**config.mk**
```make
export PLATFORM = sky130hd
export DESIGN_NAME = erc_ctrl
export DESIGN_NICKNAME = d
export VERILOG_FILES = /design/src/design/erc_pkg.sv /design/src/design/erc_ctrl.sv
export SDC_FILE = /design/constraint.sdc
export NUM_CORES = 1
export LEC_CHECK = 0
export ABC_AREA = 1
export BUFFER_PORTS_ARGS = -buffer_cell sky130_fd_sc_hd__buf_4
export CAP_MARGIN = 20
export CORE_AREA = 4 4 41 43
export CTS_CLUSTER_DIAMETER = 200
export CTS_CLUSTER_SIZE = 28
export DETAILED_ROUTE_END_ITERATION = 8
export DIE_AREA = 0 0 45 47
export PLACE_DENSITY = 0.3
export SLEW_MARGIN = 20
export SYNTH_ARGS = -nofsm -noshare
export SYNTH_HDL_FRONTEND = slang
export SYNTH_SLANG_ARGS = --single-unit
```
**constraint.sdc**
```tcl
create_clock -name clk -period 0.8 [get_ports clk]
set_input_delay 0.08 -clock clk [delete_from_list [all_inputs] [get_ports clk]]
set_output_delay 0.08 -clock clk [all_outputs]
set_load 0.02 [all_outputs]
```
**src/design/erc_pkg.sv**
```systemverilog
`default_nettype none
// ----------------------------------------------------------------------------
// erc_pkg: shared types and constants for the event ring
// Field widths, function codes, controller state and control/status groups.
// ----------------------------------------------------------------------------
package erc_pkg;

    localparam int CAPACITY_DEF = 64;
    localparam int ID_W         = 32;
    localparam int DATA_W       = 64;
    localparam int COUNT_W      = 7;

    localparam logic [ID_W-1:0] FIRST_ID = 32'd1;

    localparam logic FUNC_PUBLISH = 1'b0;
    localparam logic FUNC_READ    = 1'b1;

    typedef enum logic [1:0] {
        ST_IDLE,
        ST_ADDR,
        ST_DONE
    } erc_state_t;

    typedef struct packed {
        logic ready;
        logic take;
        logic rd;
        logic load;
    } erc_cmd_t;

    typedef struct packed {
        logic req_valid;
        logic req_func;
        logic out_free;
    } erc_sts_t;

endpackage
`default_nettype wire

```
**src/design/erc_ctrl.sv**
```systemverilog
`default_nettype none
// ----------------------------------------------------------------------------
// erc_ctrl: item sequencer
// Takes one word, steps through ring lookup for reads, hands the result off.
// ----------------------------------------------------------------------------
module erc_ctrl (
    input  wire logic             clk,
    input  wire logic             rst_n,
    input  wire erc_pkg::erc_sts_t sts,
    output erc_pkg::erc_cmd_t     cmd
);

    erc_pkg::erc_state_t state_reg;
    erc_pkg::erc_state_t state_next;

    always_ff @(posedge clk or negedge rst_n)
    begin
        if (!rst_n)
        begin
            state_reg <= erc_pkg::ST_IDLE;
        end
        else
        begin
            state_reg <= state_next;
        end
    end

    always_comb
    begin
        state_next = state_reg;
        unique case (state_reg)
            erc_pkg::ST_IDLE:
            begin
                if (sts.req_valid)
                begin
                    state_next = (sts.req_func == erc_pkg::FUNC_READ) ? erc_pkg::ST_ADDR
                                                                       : erc_pkg::ST_DONE;
                end
            end
            erc_pkg::ST_ADDR:
            begin
                state_next = erc_pkg::ST_DONE;
            end
            erc_pkg::ST_DONE:
            begin
                if (sts.out_free)
                begin
                    state_next = erc_pkg::ST_IDLE;
                end
            end
            default:
            begin
                state_next = erc_pkg::ST_IDLE;
            end
        endcase
    end

    always_comb
    begin
        cmd = '0;
        unique case (state_reg)
            erc_pkg::ST_IDLE:
            begin
                cmd.ready = 1'b1;
                cmd.take  = sts.req_valid;
            end
            erc_pkg::ST_ADDR:
            begin
                cmd.rd = 1'b1;
            end
            erc_pkg::ST_DONE:
            begin
                cmd.load = sts.out_free;
            end
            default:
            begin
                cmd = '0;
            end
        endcase
    end

endmodule
`default_nettype wire

```
After elaboration in Yosys (flattened, before gate mapping)
Cells that the tools add are included.
- register bits after elaboration: 2
- multiplexer cells: 7
- equal/unequal tests: 4
- reductions and logical operators: 2
- operators by type and width (operator ; count):
    2-bit two-way mux ; 4
    2-bit one-hot mux with 3 select lines ; 1
    2-bit inequality test (second input constant) ; 2
    2-bit by 1-bit == test with 1-bit output (second input constant) ; 1
    2-bit == test (second input constant) ; 1
    2-bit logical NOT ; 1
    1-bit two-way mux ; 2
    2-bit AND reduction ; 1

Logic depth before layout (Yosys ltp)
Gate-level depths: netlist of run 1.
- word-level depth: 3
- gate-level depth with buffers: 3

Least setup slack after synthesis of run 1
Ideal clock, no wire load.
- kind: reg2out
- start point: register state_reg[1]
- end point: output cmd[2] (netlist bit)
- stages on the path, launching flop included: 4
- path slack: -78 ps
- data arrival time: 798 ps
- path buffers: 0
- cells stage by stage: dfrtp_1 inv_2 nand2_2 nor2_1
- RTL lines (item ; line ; text):
    start, declared ; erc_ctrl.sv:13 ; erc_pkg::erc_state_t state_reg;
    start signal, assigned ; erc_ctrl.sv:20 ; state_reg <= erc_pkg::ST_IDLE;
    start signal, assigned ; erc_ctrl.sv:24 ; state_reg <= state_next;
    end, declared ; erc_ctrl.sv:10 ; output erc_pkg::erc_cmd_t cmd

==> metrics.cfg, run 1 <==
[status]
outcome=complete, but fails checks
failed_checks=negative setup slack

[power_and_ir_drop]
leakage_nw=0.1580
ir_worst_vdd_mv=0.5700
power.total_w=0.0006532
p_per_area_nw_per_um2=2231

[layout]
nets=39
diodes=0
final_core_util_pct=22.50
drive_above_1_share_pct=62.50
area_growth_pct=134.0
largest_reg_flops=2

[clocking]
cts_tree=built
cts.htree.levels=1
clkLatencyLatePin_ns=0.22
cts.sinks=2
cts_buffers=3
ctsLongestPathBuffers=2
clkTransAtPathRegs_ns=0.03
clockRootBuffer=clkbuf_4

[floorplanning]
die_h_um=47
num_rows=13
coreArea_um2=1301
start_util_pct=9.615
die_area_um2=2115
die_w_um=45
ioPinCount=9

[critical_path]
rr_worst_depth=4
crit_fanout=3
worstSetupPathType=reg -> out
r2r_start=state_reg[0]
worstPathRequired_ns=0.72
critPathCaptureType=primary output
r2r_slack_ns=-0.08
timing.rr.end=state_reg[0]
cp-start-kind=register
arrival_ns=0.99

[drt]
drtPass1Iterations=4
vias=150
antenna_left=0
viasPerCell=3.191
wl_um=343
post-route-drc-count=0
drt-initial-drc-count=5
wire_per_inst_um=7.298

[synthesis]
async_flop_share_pct=100.0
yosysMostFrequentCell=inv_1
ys_warn_count=0
synth_top_area_share_pct=40.00
avgSynthCellArea_um2=7.360
ys_types=8
yosysSeqAreaShare_pct=40.00
syn_area_um2=125.1
synth_common_cells=inv_1 (5), nand3_1 (3), dfrtp_1 (2), inv_2 (2), nor3_2 (2)
synthTopCellsByArea=dfrtp_1 (40%), nor3_2 (16%), inv_1 (15%)
synth_seq_cells=2
synth_edf_count=0
synth_nets=22
synth_ff_type=dfrtp_1
postSynthCellCount=17
yosysTopAreaCell=dfrtp_1

[placed_design]
pre_cts_slack_ns=-0.06469
place_congestion=0.5956
place.detailed.hpwl_um=273.3
place.port_buffers=8

[sta]
whs_ns=0.1212
min_period_ns=1.065
setup_ws_ns=-0.2650
rsz0062_at_grt=yes
finClkSkew_ns=0.004060
max_slew.worst_pin.slew_ns=0.1789
fin_crit_sh_pct=133.1
fmax_mhz=938.9
slew_viol_final=0
tns_ns=-1.151
finalSetupViolations=6
finalHoldViolCount=0
relSlewSlack_pct=88.07

[global_routing]
grt_pass1_wl_um=607
grt_max_degree=5
grt.total_usage_pct=4.341
grt_pass1_vias=147
grt-ovfl-total=0
antenna_found_initial=0

[min_path]
min_path_cells=3
min_from=sts[2]
worstHoldEndpoint=state_reg[1]
hold_path_class=in -> reg

[run]
cap_viol_max_count=0

## area by class of cell
cell class                      count  area (um2)
Fill cell                         158        1008
Sequential cell                     2       50.05
Tap cell                           15       18.77
Inverter                            7       26.28
Multi-Input combinational cell      8       67.56
Clock buffer                        3       22.52
Timing Repair Buffer               12       107.6
## how the worst max path moves through the flow
stage / from / endpoint / slack, ns / depth (start not counted)
3_5_place_dp: state_reg[1] / cmd[2] / -0.06 / 4
4_1_cts: state_reg[1] / cmd[2] / -0.29 / 4
3_3_place_gp: state_reg[1] / cmd[2] / -0.07 / 4
6_report: state_reg[0] / cmd[2] / -0.27 / 4
5_1_grt: state_reg[0] / cmd[2] / -0.34 / 4
2_1_floorplan: state_reg[1] / cmd[2] / -0.01 / 3
## cell usage in the layout (no fill, tap or decap)
cell,instances
nor2_4,1
nand3_1,3
clkbuf_4,3
nor3_4,1
nand2_4,1
inv_1,5
nand2_1,1
nor3_2,1
dlygate4sd3_1,1
dfrtp_1,2
inv_2,2
buf_6,4
buf_4,7
## through the flow
step	std cells	area, um2
6_report	47	292.8
4_1_cts	45	274.0
3_3_place_gp	40	212.7
2_1_floorplan	17	133.9
3_5_place_dp	40	212.7
5_1_grt	47	292.8
## repair_timing
action | 4_1_cts | 5_1_grt
endpoints found under the hold margin | 2 | 0
resized for setup | 5 | 1
setup buffers | 1 | 2
setup endpoints to repair | 4 | 6
hold buffers | 1 | 0
pin swaps | 1 | 1
## layer usage
metal / GRT usage, % / share of wire (%) / vias to the layer above
met3: 1.916 / 12 / 0
met4: 7.018 / 0 / 0
met5: 0 / 0 / -
met1: 4.762 / 44 / 64
li1: - / - / 79
met2: 4.802 / 44 / 7
## kinds of logic (layout without fill, tap and decap cells)
| family | count (synthesis) | after routing | share of synthesized area [%] |
|---|---|---|---|
| buffers and inverters | 7 | 22 | 21.00 |
| DFF | 2 | 2 | 40.00 |
| and+or+nand+nor | 8 | 8 | 38.99 |
## worst max-delay path, cell delays in order (launching register included)
cell and delay [ns]:
dfrtp_1 0.42, inv_2 0.10, nand2_4 0.06, nor2_4 0.08, buf_6 0.12
## power breakdown
group          internal [W]  switching, W
clock network      0.000165     0.0000541
logic              0.000152      0.000149
registers          0.000119     0.0000145
total              0.000436      0.000217
(Power assumes the default switching activity.)
==> inputs of run 2 (changes only) <==
--- a/config.mk
+++ b/config.mk
@@ -14,6 +14,7 @@
 export DETAILED_ROUTE_END_ITERATION = 8
 export DIE_AREA = 0 0 45 47
 export PLACE_DENSITY = 0.3
+export SETUP_SLACK_MARGIN = 0.15
 export SLEW_MARGIN = 20
 export SYNTH_ARGS = -nofsm -noshare
 export SYNTH_HDL_FRONTEND = slang
==> run 2 against run 1 <==
Against the previous run: register-to-register slack worse by 0.13 ns; clock power barely moved; the flow still finishes with violations (negative setup slack); core utilization shrank 0.29 points; global-route usage rose by 0.63 points.
==> metrics.cfg, run 2 (synthesis gave the netlist of run 1 again) <==
[floorplanning]
die_h_um=47  ; unchanged
coreArea_um2=1301  ; unchanged
die_area_um2=2115  ; unchanged
num_rows=13  ; unchanged
start_util_pct=9.615  ; unchanged
die_w_um=45  ; unchanged
ioPinCount=9  ; unchanged

[global_routing]
met1_usage_pct=4.082  ; -0.68 points
grt_pass1_vias=170  ; +16%
grt-ovfl-total=0  ; unchanged
grt_pass1_wl_um=634  ; +4.4%
grt.total_usage_pct=4.972  ; +0.63 points
antenna_found_initial=0  ; unchanged
grt_max_degree=5  ; unchanged
grt_use_met2_pct=5.085  ; +0.28 points
grt-busiest-layer=met4
grtUsageMet3_pct=4.598  ; +2.7 points

[sta]
setup_ws_ns=-0.2891  ; -0.02408 ns
slew_viol_final=0  ; unchanged
relSlewSlack_pct=91.07  ; +3.0 points
tns_ns=-1.226  ; -0.07493 ns
max_slew.worst_pin.slew_ns=0.1335  ; -0.04544 ns
finClkSkew_ns=0.004311  ; +0.0002514 ns
finalSetupViolations=5  ; -1
min_period_ns=1.089  ; +0.02408 ns
fin_crit_sh_pct=136.1  ; +3.0 points
fmax_mhz=918.2  ; -2.2%
rsz0062_at_grt=yes
finalHoldViolCount=0  ; unchanged

[critical_path]
r2r_start=state_reg[0]
worstSetupPathType=reg -> out
r2r_slack_ns=-0.21  ; -0.13 ns
cp_top_family=flip-flops
crit_fanout=3  ; unchanged
cp_slowest_stage_delay_ns=0.43  ; about the same
timing.rr.end=state_reg[0]
arrival_ns=1.01  ; +0.02 ns
crit_chain=inv_2 -> nand2_4 -> nor2_4 -> buf_6
worstPathRequired_ns=0.72  ; about the same
cp-start-kind=register
rr_worst_depth=5  ; +1
critical_path_depth=4  ; unchanged
path_buf_inv=2  ; unchanged
crit_slowest_cell=dfrtp_2
critPathCaptureType=primary output

[placed_design]
place_congestion=0.5889  ; -1.1%
placedCellCount=40  ; unchanged
place.port_buffers=8  ; unchanged
place.detailed.hpwl_um=286.3  ; +4.8%
placed_area_um2=222.7  ; +4.7%

[drt]
drt-initial-drc-count=2  ; -3
vias=153  ; +2.0%
wl_um=373  ; +8.7%
antenna_left=0  ; unchanged
drtPass1Iterations=2  ; -2
wire_per_inst_um=8.109  ; +11%
post-route-drc-count=0  ; unchanged
viasPerCell=3.326  ; +4.2%

[layout]
fin_area_um2=289.0  ; -1.3%
fill_cells=157  ; -0.63%
area_growth_pct=131.0
final_cells=46  ; -2.1%
multiInputGateArea_um2=70.07  ; +3.7%
largest_reg_flops=2  ; unchanged
mostFrequentLayoutCells=buf_4 (6), inv_2 (4), buf_6 (4)
nets=38  ; -2.6%
final-seq-area_um2=51.30  ; +2.5%
drive_above_1_share_pct=74.19  ; +12 points
diodes=0  ; unchanged
final_common_cell=buf_4

[min_path]
hold_path_class=in -> reg
worstHoldEndpoint=state_reg[0]
min_path_cells=3  ; unchanged
min_from=sts[1]

[clocking]
cts_buffers=3  ; unchanged
cts_tree=built
clkLatencyLatePin_ns=0.22  ; about the same
ctsLongestPathBuffers=2  ; unchanged
cts.sinks=2  ; unchanged
clockRootBuffer=clkbuf_4
cts.htree.levels=1  ; unchanged
clkTransAtPathRegs_ns=0.03  ; about the same

[power_and_ir_drop]
p_per_area_nw_per_um2=2288  ; +2.6%
leakage_nw=0.1499  ; -5.1%
ir_worst_vdd_mv=0.7466  ; +31%

[status]
failed_checks=negative setup slack
outcome=complete, but fails checks

[run]
cap_viol_max_count=0  ; unchanged

[run 2: cell type report]
class / instances / share of cell area (%)
tap: 15 / 6.494
multi-input combinational: 8 / 24.24
timing repair buffer: 11 / 34.63
sequential: 2 / 17.75
clock buffer: 3 / 7.792
inverter: 7 / 9.091
[run 2: timing repair]
| action | in CTS | in global routing |
|---|---|---|
| buffers inserted | 1 | 1 |
| gates resized for setup | 3 | 3 |
| pin swaps | 1 | 1 |
| hold buffers | 1 | 0 |
| endpoints found under the setup margin | 6 | 6 |
| hold endpoints to repair | 2 | 0 |
[run 2: metrics by stage]
step | setup WS (ns) | power (W) | hold slack [ns] | utilization (%)
3_3_place_gp | -0.06067 | 0.0003713 | -0.1384 | 17.12
2_1_floorplan | 0.03382 | 0.0002891 | -0.2156 | -
3_5_place_dp | -0.06724 | 0.0003741 | -0.1370 | 17.12
6_report | -0.2891 | 0.0006613 | 0.1113 | 22.21
4_1_cts | -0.2992 | 0.0006548 | 0.1091 | 21.06
5_1_grt | -0.3494 | 0.0007259 | 0.1144 | 22.21
[run 2: how the worst max path moves through the flow]
stage | startpoint | end | slack, ns
2_1_floorplan | state_reg[1] | cmd[2] | 0.03
3_3_place_gp | state_reg[1] | cmd[2] | -0.06
3_5_place_dp | state_reg[1] | cmd[2] | -0.07
4_1_cts | state_reg[0] | cmd[2] | -0.30
5_1_grt | state_reg[0] | cmd[2] | -0.35
6_report | state_reg[0] | cmd[2] | -0.29
[run 2: layer usage]
layer  wire length [um]  share of wire [%]
met1                139                 37
met2                185                 50
met3                 48                 13
met4                  0                  0
met5                  0                  0
[run 2: where the power goes]
group,switching (W),leakage (nW),total [W],internal [W]
Combinational,0.000155,0.112,0.000303,0.000149
Sequential,0.0000161,0.0243,0.000136,0.000120
Clock,0.0000564,0.0138,0.000222,0.000165
[run 2: worst reg2reg max path: cells and delay by family, from the launching register on]
kind          cells  cell delay [ns]
buf+inv           3             0.34
flops             1             0.43
simple gates      2             0.16
